==> src/rtl/core/ofip_pkg.sv <==
// shared types and constants of the face index parser
`timescale 1ns / 1ps
`default_nettype none
package ofip_pkg;

	localparam int INDEX_BITS_DEF = 24;
	localparam int CFG_INDEX_BITS = 2;

	localparam logic [CFG_INDEX_BITS-1:0] CFG_VERTEX   = 2'd0;
	localparam logic [CFG_INDEX_BITS-1:0] CFG_TEXCOORD = 2'd1;
	localparam logic [CFG_INDEX_BITS-1:0] CFG_NORMAL   = 2'd2;

	localparam logic [7:0] CH_SLASH   = 8'h2f;
	localparam logic [7:0] CH_MINUS   = 8'h2d;
	localparam logic [7:0] CH_NEWLINE = 8'h0a;
	localparam logic [7:0] CH_ZERO    = 8'h30;
	localparam logic [7:0] CH_NINE    = 8'h39;

	typedef enum logic [2:0] {
		PH_IDLE,
		PH_V,
		PH_S1,
		PH_T,
		PH_S2,
		PH_DONE
	} phase_t;

	typedef struct packed {
		logic empty_face;
		logic last_of_face;
	} grp_ctl_t;

endpackage
`default_nettype wire

==> src/rtl/core/obj_face_index_parser.sv <==
// top level of the face index parser: config registers, tokenizer and resolver
// Takes the characters of one face line (after the leading 'f') one word per cycle on
// s_tdata while s_tready is high, with s_tlast closing the line without a character,
// and returns one word per v[/vt][/vn] group with zero-based indices; the last group's
// word closes the line (tlast set); a line with no group gives one empty-face word. A
// result passes the group hand-off register and then the result register; these two
// register stages absorb back-pressure; s_tready drops only while both hold words that
// m_tready has not taken. Element counts come from the config channel and are read when
// a group is resolved; write them only while the block is idle.
`timescale 1ns / 1ps
`default_nettype none
module obj_face_index_parser #(
	parameter int INDEX_BITS = ofip_pkg::INDEX_BITS_DEF,
	localparam int DATA_BITS = ((3 * INDEX_BITS + 7) / 8) * 8
) (
	input  wire logic                                clk,
	input  wire logic                                arst_n,
	input  wire logic                                s_tvalid,
	output logic                                     s_tready,
	input  wire logic [7:0]                          s_tdata,   // character
	input  wire logic                                s_tlast,
	output logic                                     m_tvalid,
	input  wire logic                                m_tready,
	output logic [DATA_BITS-1:0]                     m_tdata,   // position, texcoord, normal index
	output logic [3:0]                               m_tuser,   // has_texcoord, has_normal,
	                                                            // out_of_range, empty_face
	output logic                                     m_tlast,
	input  wire logic                                cfg_valid,
	output logic                                     cfg_ready,
	input  wire logic [ofip_pkg::CFG_INDEX_BITS-1:0] cfg_index,
	input  wire logic [INDEX_BITS-1:0]               cfg_data
);

	logic [INDEX_BITS-1:0] vertex_count_q, texcoord_count_q, normal_count_q;

	logic                  grp_valid, grp_ready;
	logic [INDEX_BITS+1:0] grp_pos, grp_tex, grp_nrm;
	ofip_pkg::grp_ctl_t    grp_ctl;

	logic [INDEX_BITS-1:0] position_index, texcoord_index, normal_index;
	logic                  has_texcoord, has_normal, out_of_range, empty_face;

	assign cfg_ready = 1'b1;

	always_ff @(posedge clk or negedge arst_n) begin
		if (!arst_n) begin
			vertex_count_q   <= '0;
			texcoord_count_q <= '0;
			normal_count_q   <= '0;
		end else if (cfg_valid && cfg_ready) begin
			case (cfg_index)
				ofip_pkg::CFG_VERTEX: begin
					vertex_count_q <= cfg_data;
				end
				ofip_pkg::CFG_TEXCOORD: begin
					texcoord_count_q <= cfg_data;
				end
				ofip_pkg::CFG_NORMAL: begin
					normal_count_q <= cfg_data;
				end
				default: begin
				end
			endcase
		end
	end

	ofip_tokenizer #(
		.INDEX_BITS(INDEX_BITS)
	) u_tokenizer (
		.clk        (clk),
		.arst_n     (arst_n),
		.in_valid   (s_tvalid),
		.in_ready   (s_tready),
		.ch         (s_tdata),
		.line_final (s_tlast),
		.grp_valid  (grp_valid),
		.grp_ready  (grp_ready),
		.grp_pos    (grp_pos),
		.grp_tex    (grp_tex),
		.grp_nrm    (grp_nrm),
		.grp_ctl    (grp_ctl)
	);

	ofip_resolver #(
		.INDEX_BITS(INDEX_BITS)
	) u_resolver (
		.clk            (clk),
		.arst_n         (arst_n),
		.grp_valid      (grp_valid),
		.grp_ready      (grp_ready),
		.grp_pos        (grp_pos),
		.grp_tex        (grp_tex),
		.grp_nrm        (grp_nrm),
		.grp_ctl        (grp_ctl),
		.vertex_count   (vertex_count_q),
		.texcoord_count (texcoord_count_q),
		.normal_count   (normal_count_q),
		.out_valid      (m_tvalid),
		.out_ready      (m_tready),
		.position_index (position_index),
		.texcoord_index (texcoord_index),
		.normal_index   (normal_index),
		.has_texcoord   (has_texcoord),
		.has_normal     (has_normal),
		.out_of_range   (out_of_range),
		.empty_face     (empty_face),
		.last_of_face   (m_tlast)
	);

	assign m_tdata = DATA_BITS'({normal_index, texcoord_index, position_index});
	assign m_tuser = {empty_face, out_of_range, has_normal, has_texcoord};

endmodule
`default_nettype wire

==> src/rtl/core/ofip_tokenizer.sv <==
// character tokenizer: number accumulate, group phase and group hand-off register
`timescale 1ns / 1ps
`default_nettype none
module ofip_tokenizer #(
	parameter int INDEX_BITS = ofip_pkg::INDEX_BITS_DEF
) (
	input  wire logic                  clk,
	input  wire logic                  arst_n,
	input  wire logic                  in_valid,
	output logic                       in_ready,
	input  wire logic [7:0]            ch,
	input  wire logic                  line_final,
	output logic                       grp_valid,
	input  wire logic                  grp_ready,
	output logic [INDEX_BITS+1:0]      grp_pos,
	output logic [INDEX_BITS+1:0]      grp_tex,
	output logic [INDEX_BITS+1:0]      grp_nrm,
	output ofip_pkg::grp_ctl_t         grp_ctl
);

	localparam int MW = INDEX_BITS + 1;
	localparam int PW = INDEX_BITS + 2;
	localparam int WW = INDEX_BITS + 5;
	localparam logic [WW-1:0] MAG_CAP = WW'(1) << INDEX_BITS;

	ofip_pkg::phase_t   phase_q, phase_d;
	logic [MW-1:0]      accum_q, accum_d;
	logic               neg_q, neg_d;
	logic               active_q, active_d;
	logic [PW-1:0]      pos_q, pos_d, tex_q, tex_d, nrm_q, nrm_d;
	logic [PW-1:0]      pos_f, tex_f, nrm_f, fin_word;
	logic               grp_valid_s1;
	logic [PW-1:0]      pos_s1, tex_s1, nrm_s1;
	ofip_pkg::grp_ctl_t ctl_s1, ctl_d;

	logic               in_acc, emit;
	logic               is_close, is_digit, is_minus, is_slash, fin;
	logic [WW-1:0]      acc_wide;
	logic [MW-1:0]      acc_sat;

	assign in_ready  = !grp_valid_s1 || grp_ready;
	assign in_acc    = in_valid && in_ready;
	assign grp_valid = grp_valid_s1;
	assign grp_pos   = pos_s1;
	assign grp_tex   = tex_s1;
	assign grp_nrm   = nrm_s1;
	assign grp_ctl   = ctl_s1;

	assign is_close = line_final || (ch == ofip_pkg::CH_NEWLINE);
	assign is_digit = (ch >= ofip_pkg::CH_ZERO) && (ch <= ofip_pkg::CH_NINE);
	assign is_minus = (ch == ofip_pkg::CH_MINUS);
	assign is_slash = (ch == ofip_pkg::CH_SLASH);

	// accum * 10 + digit, saturating at 2^INDEX_BITS
	assign acc_wide = (WW'(accum_q) << 3) + (WW'(accum_q) << 1) + WW'(ch[3:0]);
	assign acc_sat  = (acc_wide > MAG_CAP) ? MAG_CAP[MW-1:0] : acc_wide[MW-1:0];

	// number in progress ends on anything but a digit
	assign fin      = active_q && (is_close || !is_digit);
	assign fin_word = {neg_q && (accum_q != '0), accum_q};
	assign pos_f    = (fin && phase_q == ofip_pkg::PH_V) ? fin_word : pos_q;
	assign tex_f    = (fin && phase_q == ofip_pkg::PH_T) ? fin_word : tex_q;
	assign nrm_f    = (fin && phase_q == ofip_pkg::PH_DONE) ? fin_word : nrm_q;

	always_comb begin
		phase_d  = phase_q;
		accum_d  = accum_q;
		neg_d    = neg_q;
		active_d = active_q;
		pos_d    = pos_f;
		tex_d    = tex_f;
		nrm_d    = nrm_f;
		emit     = 1'b0;
		ctl_d    = '0;
		if (fin) begin
			active_d = 1'b0;
			accum_d  = '0;
			neg_d    = 1'b0;
		end
		if (is_close) begin
			emit               = 1'b1;
			ctl_d.empty_face   = (phase_q == ofip_pkg::PH_IDLE);
			ctl_d.last_of_face = 1'b1;
			phase_d            = ofip_pkg::PH_IDLE;
			pos_d              = '0;
			tex_d              = '0;
			nrm_d              = '0;
		end else if (is_digit && active_q) begin
			accum_d = acc_sat;
		end else if (is_digit || is_minus) begin
			active_d = 1'b1;
			neg_d    = is_minus;
			accum_d  = is_minus ? '0 : MW'(ch[3:0]);
			case (phase_q)
				ofip_pkg::PH_S1: begin
					phase_d = ofip_pkg::PH_T;
				end
				ofip_pkg::PH_S2: begin
					phase_d = ofip_pkg::PH_DONE;
				end
				ofip_pkg::PH_V, ofip_pkg::PH_T, ofip_pkg::PH_DONE: begin
					emit    = 1'b1;
					phase_d = ofip_pkg::PH_V;
					pos_d   = '0;
					tex_d   = '0;
					nrm_d   = '0;
				end
				default: begin
					phase_d = ofip_pkg::PH_V;
				end
			endcase
		end else if (is_slash) begin
			case (phase_q)
				ofip_pkg::PH_V: begin
					phase_d = ofip_pkg::PH_S1;
				end
				ofip_pkg::PH_S1, ofip_pkg::PH_T: begin
					phase_d = ofip_pkg::PH_S2;
				end
				ofip_pkg::PH_S2, ofip_pkg::PH_DONE: begin
					phase_d = ofip_pkg::PH_DONE;
				end
				default: begin
					phase_d = ofip_pkg::PH_IDLE;
				end
			endcase
		end
	end

	always_ff @(posedge clk or negedge arst_n) begin
		if (!arst_n) begin
			phase_q  <= ofip_pkg::PH_IDLE;
			accum_q  <= '0;
			neg_q    <= 1'b0;
			active_q <= 1'b0;
			pos_q    <= '0;
			tex_q    <= '0;
			nrm_q    <= '0;
		end else if (in_acc) begin
			phase_q  <= phase_d;
			accum_q  <= accum_d;
			neg_q    <= neg_d;
			active_q <= active_d;
			pos_q    <= pos_d;
			tex_q    <= tex_d;
			nrm_q    <= nrm_d;
		end
	end

	always_ff @(posedge clk or negedge arst_n) begin
		if (!arst_n) begin
			grp_valid_s1 <= 1'b0;
		end else if (in_acc && emit) begin
			grp_valid_s1 <= 1'b1;
		end else if (grp_ready) begin
			grp_valid_s1 <= 1'b0;
		end
	end

	always_ff @(posedge clk) begin
		if (in_acc && emit) begin
			pos_s1 <= pos_f;
			tex_s1 <= tex_f;
			nrm_s1 <= nrm_f;
			ctl_s1 <= ctl_d;
		end
	end

endmodule
`default_nettype wire

==> src/rtl/core/ofip_resolver.sv <==
// index resolution against the element counts and result register
`timescale 1ns / 1ps
`default_nettype none
module ofip_resolver #(
	parameter int INDEX_BITS = ofip_pkg::INDEX_BITS_DEF
) (
	input  wire logic                  clk,
	input  wire logic                  arst_n,
	input  wire logic                  grp_valid,
	output logic                       grp_ready,
	input  wire logic [INDEX_BITS+1:0] grp_pos,
	input  wire logic [INDEX_BITS+1:0] grp_tex,
	input  wire logic [INDEX_BITS+1:0] grp_nrm,
	input  wire ofip_pkg::grp_ctl_t    grp_ctl,
	input  wire logic [INDEX_BITS-1:0] vertex_count,
	input  wire logic [INDEX_BITS-1:0] texcoord_count,
	input  wire logic [INDEX_BITS-1:0] normal_count,
	output logic                       out_valid,
	input  wire logic                  out_ready,
	output logic [INDEX_BITS-1:0]      position_index,
	output logic [INDEX_BITS-1:0]      texcoord_index,
	output logic [INDEX_BITS-1:0]      normal_index,
	output logic                       has_texcoord,
	output logic                       has_normal,
	output logic                       out_of_range,
	output logic                       empty_face,
	output logic                       last_of_face
);

	// returns {present, bad, index}
	function automatic logic [INDEX_BITS+1:0] resolve(
		input logic [INDEX_BITS+1:0] word,
		input logic [INDEX_BITS-1:0] count
	);
		logic [INDEX_BITS:0]   mag;
		logic [INDEX_BITS-1:0] idx;
		logic                  present;
		logic                  bad;
		mag     = word[INDEX_BITS:0];
		present = (mag != '0);
		bad     = present && (mag > {1'b0, count});
		if (!present || bad) begin
			idx = '0;
		end else if (word[INDEX_BITS+1]) begin
			idx = count - mag[INDEX_BITS-1:0];
		end else begin
			idx = mag[INDEX_BITS-1:0] - INDEX_BITS'(1);
		end
		return {present, bad, idx};
	endfunction

	logic [INDEX_BITS+1:0] rp, rt, rn;
	logic                  grp_acc;
	logic                  out_valid_q;
	logic [INDEX_BITS-1:0] pos_idx_q, tex_idx_q, nrm_idx_q;
	logic                  has_t_q, has_n_q, oor_q, empty_q, last_q;

	assign rp = resolve(grp_pos, vertex_count);
	assign rt = resolve(grp_tex, texcoord_count);
	assign rn = resolve(grp_nrm, normal_count);

	assign grp_ready = !out_valid_q || out_ready;
	assign grp_acc   = grp_valid && grp_ready;

	always_ff @(posedge clk or negedge arst_n) begin
		if (!arst_n) begin
			out_valid_q <= 1'b0;
		end else if (grp_acc) begin
			out_valid_q <= 1'b1;
		end else if (out_ready) begin
			out_valid_q <= 1'b0;
		end
	end

	always_ff @(posedge clk) begin
		if (grp_acc) begin
			empty_q <= grp_ctl.empty_face;
			last_q  <= grp_ctl.last_of_face;
			if (grp_ctl.empty_face) begin
				pos_idx_q <= '0;
				tex_idx_q <= '0;
				nrm_idx_q <= '0;
				has_t_q   <= 1'b0;
				has_n_q   <= 1'b0;
				oor_q     <= 1'b0;
			end else begin
				pos_idx_q <= rp[INDEX_BITS-1:0];
				tex_idx_q <= rt[INDEX_BITS-1:0];
				nrm_idx_q <= rn[INDEX_BITS-1:0];
				has_t_q   <= rt[INDEX_BITS+1];
				has_n_q   <= rn[INDEX_BITS+1];
				// a missing position counts as out of range
				oor_q     <= !rp[INDEX_BITS+1] || rp[INDEX_BITS] || rt[INDEX_BITS]
					|| rn[INDEX_BITS];
			end
		end
	end

	assign out_valid      = out_valid_q;
	assign position_index = pos_idx_q;
	assign texcoord_index = tex_idx_q;
	assign normal_index   = nrm_idx_q;
	assign has_texcoord   = has_t_q;
	assign has_normal     = has_n_q;
	assign out_of_range   = oor_q;
	assign empty_face     = empty_q;
	assign last_of_face   = last_q;

endmodule
`default_nettype wire

==> config.mk <==
export PLATFORM = sky130hd
export DESIGN_NAME = obj_face_index_parser
export DESIGN_NICKNAME = d
export VERILOG_FILES = /design/src/rtl/core/ofip_pkg.sv /design/src/rtl/core/obj_face_index_parser.sv /design/src/rtl/core/ofip_tokenizer.sv /design/src/rtl/core/ofip_resolver.sv
export SDC_FILE = /design/constraint.sdc
export NUM_CORES = 1
export LEC_CHECK = 0
export ABC_CLOCK_PERIOD_IN_PS = 6100
export BUFFER_PORTS_ARGS = -buffer_cell sky130_fd_sc_hd__clkbuf_2
export CORE_AREA = 4 4 205 207
export CTS_CLUSTER_DIAMETER = 60
export DETAILED_ROUTE_END_ITERATION = 7
export DIE_AREA = 0 0 209 211
export GPL_TIMING_DRIVEN = 0
export HOLD_SLACK_MARGIN = 0.08
export PLACE_DENSITY_LB_ADDON = 0.12
export SYNTH_ARGS = -nofsm -noshare
export SYNTH_HDL_FRONTEND = slang
export SYNTH_SLANG_ARGS = --single-unit
==> constraint.sdc <==
create_clock -name clk -period 6.1 [get_ports clk]
set_clock_uncertainty 0.05 [all_clocks]
set_input_delay 0.305 -clock clk [delete_from_list [all_inputs] [get_ports clk]]
set_output_delay 0.305 -clock clk [all_outputs]
set_load 0.03 [all_outputs]
==> metrics.txt <==
I/O pin count 120; M1 wire length approximately 28000 um; DP Area 0.0233 mm^2; minimum clock period after layout 5.15 ns; max incr delay on CP between 0.8 and 0.9 ns; DR WL met3 just under 4000 um; worst endpoint required time 6.52 ns; Placed Instances 2841; nets@finish 2613; filler-free cell count of the finished design 2938; DIE AREA 0.0441 mm^2; Worst-Margin Slew 1.08 ns; RSZ-0062 raised after global routing false; Seq/Total Area, Yosys 0.423; DR iter-0 viols 1263; Sw Share 0.319; Synth Area per Inst 10.0 um^2; All-Layer GR Usage 0.277; synth top area cells edfxtp_1 (22%), dfrtp_1 (21%), ha_1 (11%); kind of critical path reg2reg; Clock transition at path regs 0.07 ns; CP top delay family compound AO/OA/AOI/OAI gates; core area about 0.040 mm^2; final hold vios 0; switching power roughly 0.0022 W; status finished, final reports clean; Layout area overhead 13.4%; Initial Util 0.543; dpl ws 1.06 ns; Mapped Area 0.0219 mm^2; crit-path cells inv_1, fa_1, inv_1, fa_1, a211oi_1, o31ai_1, a21oi_2, o21ai_1, a2111oi_2, o32a_1, a21oi_1, a2111oi_2, buf_2, nand4_1, a31oi_1; Hold Path Class in2reg; WL per Instance 21.1 um; Worst path slowest cell a2111oi_2; combinational share of power 0.247; Final Setup Violations 0; Post-route DRC 0; Num CTS Buffers 40; grt total ovfl 0; Critical Path Stages 15; cell leakage power 11.1 nW; R2R cell count 15; Clock power frac 0.354; post-layout utilization of the core 0.615; P_int 0.00468 W; Crit Path Max Fanout 10; via count 17569; Hold Path Depth 2; endpoint class of the critical path flip-flop; fin area 0.0248 mm^2; register share of total power 0.399; Synth area leader edfxtp_1; Final Max Tran Viols 0; cts repair resizes 0; syn_nets 2426; postcts setup bufs 0; Final GP Congestion roughly 0.93; Post-synth EDFFs 157; VDD IR max between 150 and 200 uV; layout cell share with drive strength beyond 1 0.144; async set-reset flop share out of synthesis 0.537; initial antenna violation count 0; Pre-Repair DR Iteration Count 5; startpoint types flip-flop; chip width approximately 210 um; ANT nets after route 0; Unique masters post-synth just over 70; Synth Flop Type dfrtp_1; setup ws final ~0.95 ns; Max Fclk 194 MHz; clk_lat worst skew between 0.5 and 0.6 ns; Rel. slew slack 0.274; largest net degree at the start of global routing 93; first-pass GRT wire length 96400 um; power per cell area 276 mW/mm^2; drt total wl 62000 um; Antenna Cells 0; CTS tree built; CTS root buffer clkbuf_16; area share of the largest cell type after synthesis 0.215; top layer used by detailed routing met4; Max-Cap Viols 0; Yosys warnings 0; port bufs between 100 and 150; vias in the first global route 17020; hold_buf cts 23; Post-DP HPWL ~48000 um; Die H 211 um; setup TNS 0 ns; deepest clock path buffer count 3; #FFs+latches synth 339; CTS H-Tree Depth 2; CP Buf/Inv Count 3; met2 routed WL 28000 um; Site Rows 74; DR vias/cell 5.98; Crit path arrival time 5.57 ns; Clock Sink Count 339; synthesized instance count between 2000 and 2500; crit share post-route 0.845
## power groups by stage
stage / combinational (W) / sequential (W) / clock, W
floorplan: 0.00115 / 0.00281 / 0
global placement: 0.00161 / 0.00278 / 0
detailed placement: 0.00166 / 0.00278 / 0
CTS: 0.00168 / 0.00274 / 0.00247
global route: 0.00188 / 0.00275 / 0.00256
finish: 0.00170 / 0.00274 / 0.00243
## flip-flops by register name, indices dropped and copies added, names as in the netlist, 2 cells and up
name	cells
normal_count_q	24
texcoord_count_q	24
u_resolver.normal_index	24
u_resolver.position_index	24
u_resolver.texcoord_index	24
u_tokenizer.accum_q	25
u_tokenizer.grp_ctl	2
u_tokenizer.grp_nrm	26
u_tokenizer.grp_pos	26
u_tokenizer.grp_tex	26
u_tokenizer.nrm_q	26
u_tokenizer.phase_q	3
u_tokenizer.pos_q	26
u_tokenizer.tex_q	26
vertex_count_q	24
## layout by cell type, fill, tap and decap left out, types with 49 or more instances in the layout
cell and count:
clkbuf_1 89, dfrtp_1 182, a21oi_1 109, xnor2_1 89, nand2_1 150, inv_1 179, nor3_1 49, ha_1 194
a22o_1 78, a21o_1 54, a211oi_1 71, edfxtp_1 157, clkbuf_2 117, mux2_2 118, nor2_1 151, o21ai_0 111
## worst paths after layout
check	startpoint	endpoint	slack, ns
min in group asynchronous	arst_n	u_resolver.out_valid	0.33
worst min-delay path	cfg_data[10]	texcoord_count_q[10]	0.10
max in group asynchronous	arst_n	vertex_count_q[1]	4.71
worst min register to register	u_tokenizer.grp_ctl[0]	u_resolver.last_of_face	0.38
worst max-delay path	u_tokenizer.accum_q[2]	u_tokenizer.accum_q[3]	0.95
worst max register to register	u_tokenizer.accum_q[2]	u_tokenizer.accum_q[3]	0.95
## cell type report
cell class                 instances  area (um^2)
sequential                       339         9270
tap                              532          666
timing repair buffer             145          925
inverter                         180          676
fill                            3445        15500
multi-input combinational       1577        11600
buffer                            91          380
clock buffer                      52         1110
clock inverter                    22          225
## stage by stage
| step | power, W | hold slack (ns) |
|---|---|---|
| floorplan | 0.00396 | -0.0406 |
| global placement | 0.00440 | 0.358 |
| detailed placement | 0.00444 | 0.362 |
| CTS | 0.00689 | 0.0803 |
| global route | 0.00720 | 0.0897 |
| finish | 0.00687 | 0.103 |
## cell families after synthesis
group | Yosys count | share of synthesized area
adders and majority gates | 199 | 0.115
and+or+nand+nor | 579 | 0.128
muxes | 126 | 0.0643
other | 1 | 0.000171
AOI/OAI and AO/OA | 557 | 0.175
xor gates and xnor gates | 115 | 0.0460
buffers and inverters | 271 | 0.0482
DFF | 339 | 0.423
## worst reg2reg max path, stage by stage (launching register included)
cell,delay [ns]
dfrtp_1,0.50
inv_1,0.21
fa_1,0.52
inv_1,0.07
fa_1,0.46
a211oi_1,0.31
o31ai_1,0.24
a21oi_2,0.31
o21ai_1,0.18
a2111oi_2,0.43
o32a_1,0.22
a21oi_1,0.08
a2111oi_2,0.81
buf_2,0.36
nand4_1,0.13
a31oi_1,0.19
## synth_stat cells, drive strengths merged, types with 54 or more instances
| master | instances |
|---|---|
| a211oi | 71 |
| a21o | 54 |
| a21oi | 112 |
| a22o | 78 |
| clkbuf | 82 |
| dfrtp | 182 |
| edfxtp | 157 |
| ha | 194 |
| inv | 179 |
| mux2 | 118 |
| nand2 | 150 |
| nor2 | 151 |
| o21ai | 124 |
| xnor2 | 89 |
## layer usage
| metal | track usage | vias up |
|---|---|---|
| li1 | - | 8351 |
| met1 | 0.384 | 8536 |
| met2 | 0.438 | 558 |
| met3 | 0.0517 | 124 |
| met4 | 0.104 | 0 |
| met5 | 0 | - |
Note: power is estimated with default switching activity, not from simulation.
